[config.mk]
export PLATFORM = sky130hd
export DESIGN_NAME = hex_digest_token_scanner
export DESIGN_NICKNAME = d
export VERILOG_FILES = /design/src/sv/hdts_pkg.sv /design/src/sv/hdts_scan.sv /design/src/sv/hex_digest_token_scanner.sv
export SDC_FILE = /design/constraint.sdc
export NUM_CORES = 1
export LEC_CHECK = 0
export ABC_AREA = 1
export BUFFER_PORTS_ARGS = -buffer_cell sky130_fd_sc_hd__buf_4
export CAP_MARGIN = 0
export CORE_ASPECT_RATIO = 1.25
export CORE_MARGIN = 1
export CORE_UTILIZATION = 50
export CTS_BUF_LIST = sky130_fd_sc_hd__clkbuf_16
export CTS_CLUSTER_DIAMETER = 50
export CTS_CLUSTER_SIZE = 24
export DETAILED_ROUTE_END_ITERATION = 10
export GPL_TIMING_DRIVEN = 0
export PLACE_DENSITY_LB_ADDON = 0.12
export SYNTH_ARGS = -nofsm -noshare
export SYNTH_HDL_FRONTEND = slang
export SYNTH_HIERARCHICAL = 1
export SYNTH_SLANG_ARGS = --single-unit
[constraint.sdc]
create_clock -name clock -period 15.6 [get_ports clock]
set_input_delay 3.12 -clock clock [delete_from_list [all_inputs] [get_ports clock]]
set_output_delay 3.12 -clock clock [all_outputs]
set_load 0.01 [all_outputs]
[src/sv/hdts_pkg.sv]
// hdts_pkg: types, constants and character class functions for the
// hex digest token scanner; no dependencies
`default_nettype none

package hdts_pkg;

   localparam int WORDS      = 4;
   localparam int WORD_W     = 64;
   localparam int CAP_W      = WORDS * WORD_W;
   localparam int RUN_W      = 7;
   localparam int NIB_IDX_W  = 6;
   localparam int IDX_W      = 2;

   typedef logic [RUN_W-1:0]     run_type;
   typedef logic [CAP_W-1:0]     capture_type;
   typedef logic [IDX_W-1:0]     index_type;

   localparam run_type   RUN_MAX  = 7'd127;
   localparam index_type LAST_IDX = 2'd3;

   typedef struct packed {
      logic        found;
      capture_type digest;
   } report_type;

   function automatic logic is_digit(input logic [7:0] b);
      return (b >= 8'h30) && (b <= 8'h39);
   endfunction

   function automatic logic is_hex(input logic [7:0] b);
      return is_digit(b) || ((b >= 8'h61) && (b <= 8'h66)) ||
             ((b >= 8'h41) && (b <= 8'h46));
   endfunction

   function automatic logic is_alnum(input logic [7:0] b);
      return is_digit(b) || ((b >= 8'h41) && (b <= 8'h5a)) ||
             ((b >= 8'h61) && (b <= 8'h7a));
   endfunction

   // valid only for hex characters; letters have a low nibble of 1 to 6
   function automatic logic [3:0] hex_value(input logic [7:0] b);
      return b[6] ? (b[3:0] + 4'd9) : b[3:0];
   endfunction

endpackage

`default_nettype wire

[src/sv/hdts_scan.sv]
// hdts_scan: run tracking and digit capture state for the scanner
// depends on hdts_pkg
`default_nettype none

module hdts_scan
   import hdts_pkg::*;
#(
   parameter int DIGEST_DIGITS = 64
) (
   input  wire logic       clock,
   input  wire logic       reset,
   input  wire logic       step,
   input  wire logic [7:0] text_byte,
   input  wire logic       end_of_text,
   output report_type      report
);

   localparam run_type DIGITS = run_type'(DIGEST_DIGITS);

   logic        prev_alnum_ff, prev_alnum_in;
   run_type     run_length_ff, run_length_in;
   logic        left_ok_ff, left_ok_in;
   capture_type capture_ff, capture_in;
   logic        match_ff, match_in;

   logic                 hit;
   logic                 alnum;
   logic [NIB_IDX_W-1:0] nib;
   logic                 final_match;

   always_comb begin
      hit           = is_hex(text_byte);
      alnum         = is_alnum(text_byte);
      nib           = NIB_IDX_W'(6'd63 - run_length_ff[NIB_IDX_W-1:0]);
      prev_alnum_in = alnum;
      run_length_in = run_length_ff;
      left_ok_in    = left_ok_ff;
      capture_in    = capture_ff;
      match_in      = match_ff;
      if (!match_ff) begin
         if (hit) begin
            if (run_length_ff == '0) begin
               left_ok_in = !prev_alnum_ff;
               capture_in = '0;
            end
            if (run_length_ff < DIGITS) begin
               capture_in[{nib, 2'b00} +: 4] = hex_value(text_byte);
            end
            if (run_length_ff != RUN_MAX) begin
               run_length_in = run_length_ff + 7'd1;
            end
         end else begin
            if ((run_length_ff == DIGITS) && left_ok_ff && !alnum) begin
               match_in = 1'b1;
            end
            run_length_in = '0;
         end
      end
      final_match   = match_in || ((run_length_in == DIGITS) && left_ok_in);
      report.found  = final_match;
      report.digest = final_match ? capture_in : '0;
   end

   always_ff @(posedge clock) begin
      if (reset || (step && end_of_text)) begin
         prev_alnum_ff <= 1'b0;
         run_length_ff <= '0;
         left_ok_ff    <= 1'b0;
         capture_ff    <= '0;
         match_ff      <= 1'b0;
      end else if (step) begin
         prev_alnum_ff <= prev_alnum_in;
         run_length_ff <= run_length_in;
         left_ok_ff    <= left_ok_in;
         capture_ff    <= capture_in;
         match_ff      <= match_in;
      end
   end

endmodule

`default_nettype wire

[src/sv/hex_digest_token_scanner.sv]
// hex_digest_token_scanner: top level, input register, scanner and report buffer
// depends on hdts_pkg and hdts_scan
//
//   channel  direction  handshake          payload
//   req      in         req_valid/stall    text_byte, end_of_text
//   rsp      out        rsp_valid/stall    found, digest_word, word_index, last_word
//
// one byte per cycle sustained unless a final byte waits; bytes pass the input register
// the final byte of a text gives one or four transactions, one per cycle while
// rsp_stall is low, from the report buffer; a final byte waits in the input
// register until the previous report has drained, other bytes pass regardless of rsp_stall
// reset is synchronous and clears all scan state; each final byte also does
`default_nettype none

module hex_digest_token_scanner
   import hdts_pkg::*;
#(
   parameter int DIGEST_DIGITS = 64
) (
   input  wire logic              clock,
   input  wire logic              reset,
   input  wire logic              req_valid,
   output logic                   req_stall,
   input  wire logic [7:0]        req_text_byte,
   input  wire logic              req_end_of_text,
   output logic                   rsp_valid,
   input  wire logic              rsp_stall,
   output logic                   rsp_found,
   output logic [WORD_W-1:0]      rsp_digest_word,
   output logic [IDX_W-1:0]       rsp_word_index,
   output logic                   rsp_last_word
);

   logic        in_valid_ff;
   logic [7:0]  in_byte_ff;
   logic        in_eot_ff;

   logic        rpt_valid_ff;
   logic        rpt_found_ff;
   capture_type rpt_words_ff;
   index_type   rpt_idx_ff;

   logic        consume;
   logic        rsp_accept;
   logic        rsp_last;
   logic        rpt_free;
   logic        rpt_load;
   report_type  report;

   hdts_scan #(
      .DIGEST_DIGITS(DIGEST_DIGITS)
   ) u_scan (
      .clock       (clock),
      .reset       (reset),
      .step        (consume),
      .text_byte   (in_byte_ff),
      .end_of_text (in_eot_ff),
      .report      (report)
   );

   assign rsp_last   = !rpt_found_ff || (rpt_idx_ff == LAST_IDX);
   assign rsp_accept = rpt_valid_ff && !rsp_stall;
   assign rpt_free   = !rpt_valid_ff || (rsp_accept && rsp_last);
   assign consume    = in_valid_ff && (!in_eot_ff || rpt_free);
   assign rpt_load   = consume && in_eot_ff;
   assign req_stall  = in_valid_ff && !consume;

   always_ff @(posedge clock) begin
      if (reset) begin
         in_valid_ff <= 1'b0;
      end else if (req_valid && !req_stall) begin
         in_valid_ff <= 1'b1;
      end else if (consume) begin
         in_valid_ff <= 1'b0;
      end
      if (req_valid && !req_stall) begin
         in_byte_ff <= req_text_byte;
         in_eot_ff  <= req_end_of_text;
      end
   end

   always_ff @(posedge clock) begin
      if (reset) begin
         rpt_valid_ff <= 1'b0;
         rpt_idx_ff   <= '0;
      end else if (rpt_load) begin
         rpt_valid_ff <= 1'b1;
         rpt_idx_ff   <= '0;
      end else if (rsp_accept) begin
         if (rsp_last) begin
            rpt_valid_ff <= 1'b0;
         end else begin
            rpt_idx_ff <= rpt_idx_ff + 2'd1;
         end
      end
      if (rpt_load) begin
         rpt_found_ff <= report.found;
         rpt_words_ff <= report.digest;
      end else if (rsp_accept) begin
         rpt_words_ff <= {rpt_words_ff[CAP_W-WORD_W-1:0], {WORD_W{1'b0}}};
      end
   end

   assign rsp_valid       = rpt_valid_ff;
   assign rsp_found       = rpt_found_ff;
   assign rsp_digest_word = rpt_words_ff[CAP_W-1 -: WORD_W];
   assign rsp_word_index  = rpt_idx_ff;
   assign rsp_last_word   = rsp_last;

endmodule

`default_nettype wire

==> results.toml <==
[power_and_ir_drop]
power_frac_comb_pct = 16.2
power_switching_mw = 1.11
power_per_cell_area_nw_per_um2 = 109
intPower_mw = 2.48
power_switching_share_pct = 30.9
power_leakage_nw = 13.0
clock_power_share_pct = 39.3
worst_ir_drop_vdd_v = 0.0000949
share_seq_of_total_power_pct = 44.5

[cts]
cts-buffers-inserted = 53
cts_root_buffer = "clkbuf_16"
cts_setup_buffers = 0
cts_hold_repair.buffers = 0
ctsHtreeMaxLevel = 2
path_clk_slew_ns = 0.07
postCtsResizedCells = 0
worst_skew_pair.late_latency_ns = 0.64
cts_tree = "yes"
clock-sinks = 536
clock_buffer_depth = 3

[cells_and_area]
fill_cells = 5501
syn_to_final_growth_pct = 12.5
layout.core_utilization_pct = 57.2
nets = 4077
final_cell_area_um2 = 32900
share_of_cells_above_drive_strength_1_pct = 9.56

[logic_synthesis]
ys_top_cells_by_area = "edfxtp_1 27%, dfxtp_1 18%, nand2_1 10%"
synth_edf_count = 266
synth_top_family_by_area = "simple AND/OR/NAND/NOR gates"
synth.net_count = 3930
synth_fa_ha_area_share_pct = 0.299
sequential_cell_area_fraction_in_the_yosys_report_pct = 45.8
syn-cell-area_um2 = 29300
synthesis.area_per_instance_um2 = 7.48
synth.distinct_cells = 35
post-synth-top-area-fraction_pct = 27.3
synth_cells = 3910
synth.area.mux_share_pct = 1.27
yosys.area_share.xor_xnor_pct = 0.235
asyncSetResetFlopFracSynth_pct = 0
most_used_dff_post_synth = "dfxtp_1"
synthesis.yosys.warnings = 6
compound_gate_fraction_of_synth_area_pct = 14.9
synthSimpleGateAreaFrac_pct = 27.8
yosys_register_bits = 536
synth.largest_area_cell = "edfxtp_1"

[run_status]
outcome = "finished, final reports clean"

[flow_run]
cap_viol_max_count = 0

[placement]
place.gp.congestion = 1.04
dp_slack_ns = 8.32
placed_cell_area_um2 = 31000
io_buffer_count = 82
hpwlAfterDp_um = 80100

[critical_path]
crit_required_ns = 12.48
timing.critical_path.slowest_cell_delay_ns = 0.17
worstSetupStartpointType = "input port"
worst-setup-path-type = "in2out"
timing.critical_path.cells = "buf_4 -> inv_1 -> nand2_2 -> nand4_1 -> inv_1 -> buf_4"
timing.critical_path.to_type = "output pin"
critPathSlowestCell = "nand4_1"
critPathArrivalTime_ns = 3.76
crit_fanout = 3

[sta]
worst_hold_slack_ns = 0.505
finalWorstPathRequiredPeriod_ns = 6.88
hold_violations = 0
final_setup_violating_endpoints = 0
fin_ws_ns = 8.72
fin_worst_skew_ns = 0.0283
rsz0062_at_grt = "no"
tightest_slew_ns = 1.46
timing.max_slew.rel_slack_pct = 2.12
clock.fmax_mhz = 145
report.final.slew_viol_count = 0
period_share_pct = 44.1

[global_routing]
globalRouteTotalUtil_pct = 36.0
grt_antenna_before_repair = 1
first_global_vias = 26200
globalRouteOverflowTotal = 0
grt_start_max_net_pins = 31
grt_pass1_wl_um = 159000

[route]
total_drc_errors_in_the_routed_layout = 0
drtAntennaViolNets = 0
vias = 28300
ratio_of_routed_vias_to_standard_cells = 5.84
drt-pass1-iter-count = 6
postRouteWirelength_um = 108000
routed_wire_length_per_instance_um = 22.2
detail_route.iter0.violations = 3681

[floorplanning]
die_area_um2 = 59500
die_y_um = 272
design.core.area_um2 = 57500
die_w_um = 218
ios = 83
num_rows = 98
floorplan.initialDensity_pct = 50.9

[hold_path]
holdCritPathClass = "reg2reg"
-- placed cells by master (no fill, tap or decap), types with 47 or more instances in the layout --
cell type and n:
a21oi_1 566, and2_1 47, buf_2 81, buf_4 174, clkbuf_1 171, clkbuf_16 57
dfxtp_1 270, edfxtp_1 266, inv_1 259, nand2_1 781, nand3_1 153, nand3b_1 93
nand4_1 205, nor2_1 508, o21ai_0 248
-- final timing paths --
path / cells after the start / slack [ns] / end / start
min: 2 / 0.51 / rpt_words_ff[117]$_DFFE_PP_ / rpt_words_ff[53]$_SDFFCE_PN0P_
max reg2reg: 13 / 10.73 / u_scan/capture_ff[250]$_SDFFE_PP0P_ / rsp_word_index[0]$_SDFFE_PP0P_
min reg2reg: 2 / 0.51 / rpt_words_ff[117]$_DFFE_PP_ / rpt_words_ff[53]$_SDFFCE_PN0P_
max: 6 / 8.72 / req_stall / rsp_stall
-- per-layer routing --
layer,share of wire [%],track usage (%),vias to the layer above
met4,6.9,22.8,2
met1,38,45.6,13000
met3,9.8,6.21,344
met2,45,56.8,1544
met5,0.014,0,-
li1,-,-,13400
-- flip-flops by register name (all words and copies together), names as in the netlist --
name and flops:
u_scan/match_ff 1, u_scan/run_length_ff 7, rsp_found 1, in_eot_ff 1, u_scan/capture_ff 256, u_scan/prev_alnum_ff 1, rsp_word_index 2, rsp_valid 1
in_valid_ff 1, in_byte_ff 8, u_scan/left_ok_ff 1, rpt_words_ff 256
-- Yosys cell counts (81+ instances only) --
cell type / count
nand2_1: 781
a21oi_1: 566
nor2_1: 508
dfxtp_1: 270
edfxtp_1: 266
inv_1: 255
o21ai_0: 248
nand4_1: 205
clkbuf_1: 171
nand3_1: 153
nand3b_1: 93
buf_4: 92
buf_2: 81
-- cell type report --
class / instances / area, µm² / area share, %
multi-input combinational: 2738 / 13000 / 39.6
clock buffer: 57 / 1430 / 4.33
inverter: 265 / 995 / 3.02
tap: 750 / 938 / 2.85
timing repair buffer: 92 / 815 / 2.47
clock inverter: 43 / 474 / 1.44
buffer: 371 / 1840 / 5.59
sequential: 536 / 13400 / 40.7
antenna: 1 / 2.50 / 0.00760
-- per-stage QoR --
step           power (mW)  instances  TNS [ns]
2_1_floorplan        1.98       3910         0
3_3_place_gp         2.20       4742  -1243.99
3_5_place_dp         2.18       4752         0
4_1_cts              3.58       4852         0
5_1_grt              3.70       4852         0
6_report             3.59       4853         0
-- cell families (layout without fill, tap and decap cells) --
family	Yosys count	after routing
compound gates	860	860
xor+xnor	7	7
fa+ha+maj	7	7
buf+inv	636	828
flops	536	536
mux	37	37
other cells	0	1
simple gates	1827	1827
-- power by group through the flow --
stage | clock, mW | combinational (mW) | sequential, mW
5_1_grt | 1.48 | 0.617 | 1.60
2_1_floorplan | 0 | 0.343 | 1.63
3_5_place_dp | 0 | 0.558 | 1.63
6_report | 1.41 | 0.582 | 1.60
3_3_place_gp | 0 | 0.546 | 1.65
4_1_cts | 1.42 | 0.560 | 1.59
-- critical path, delay by kind of cell --
kind                   cells  cell delay, ns
and+or+nand+nor            2            0.26
buffers and inverters      4            0.38
(Power assumes the default switching activity.)
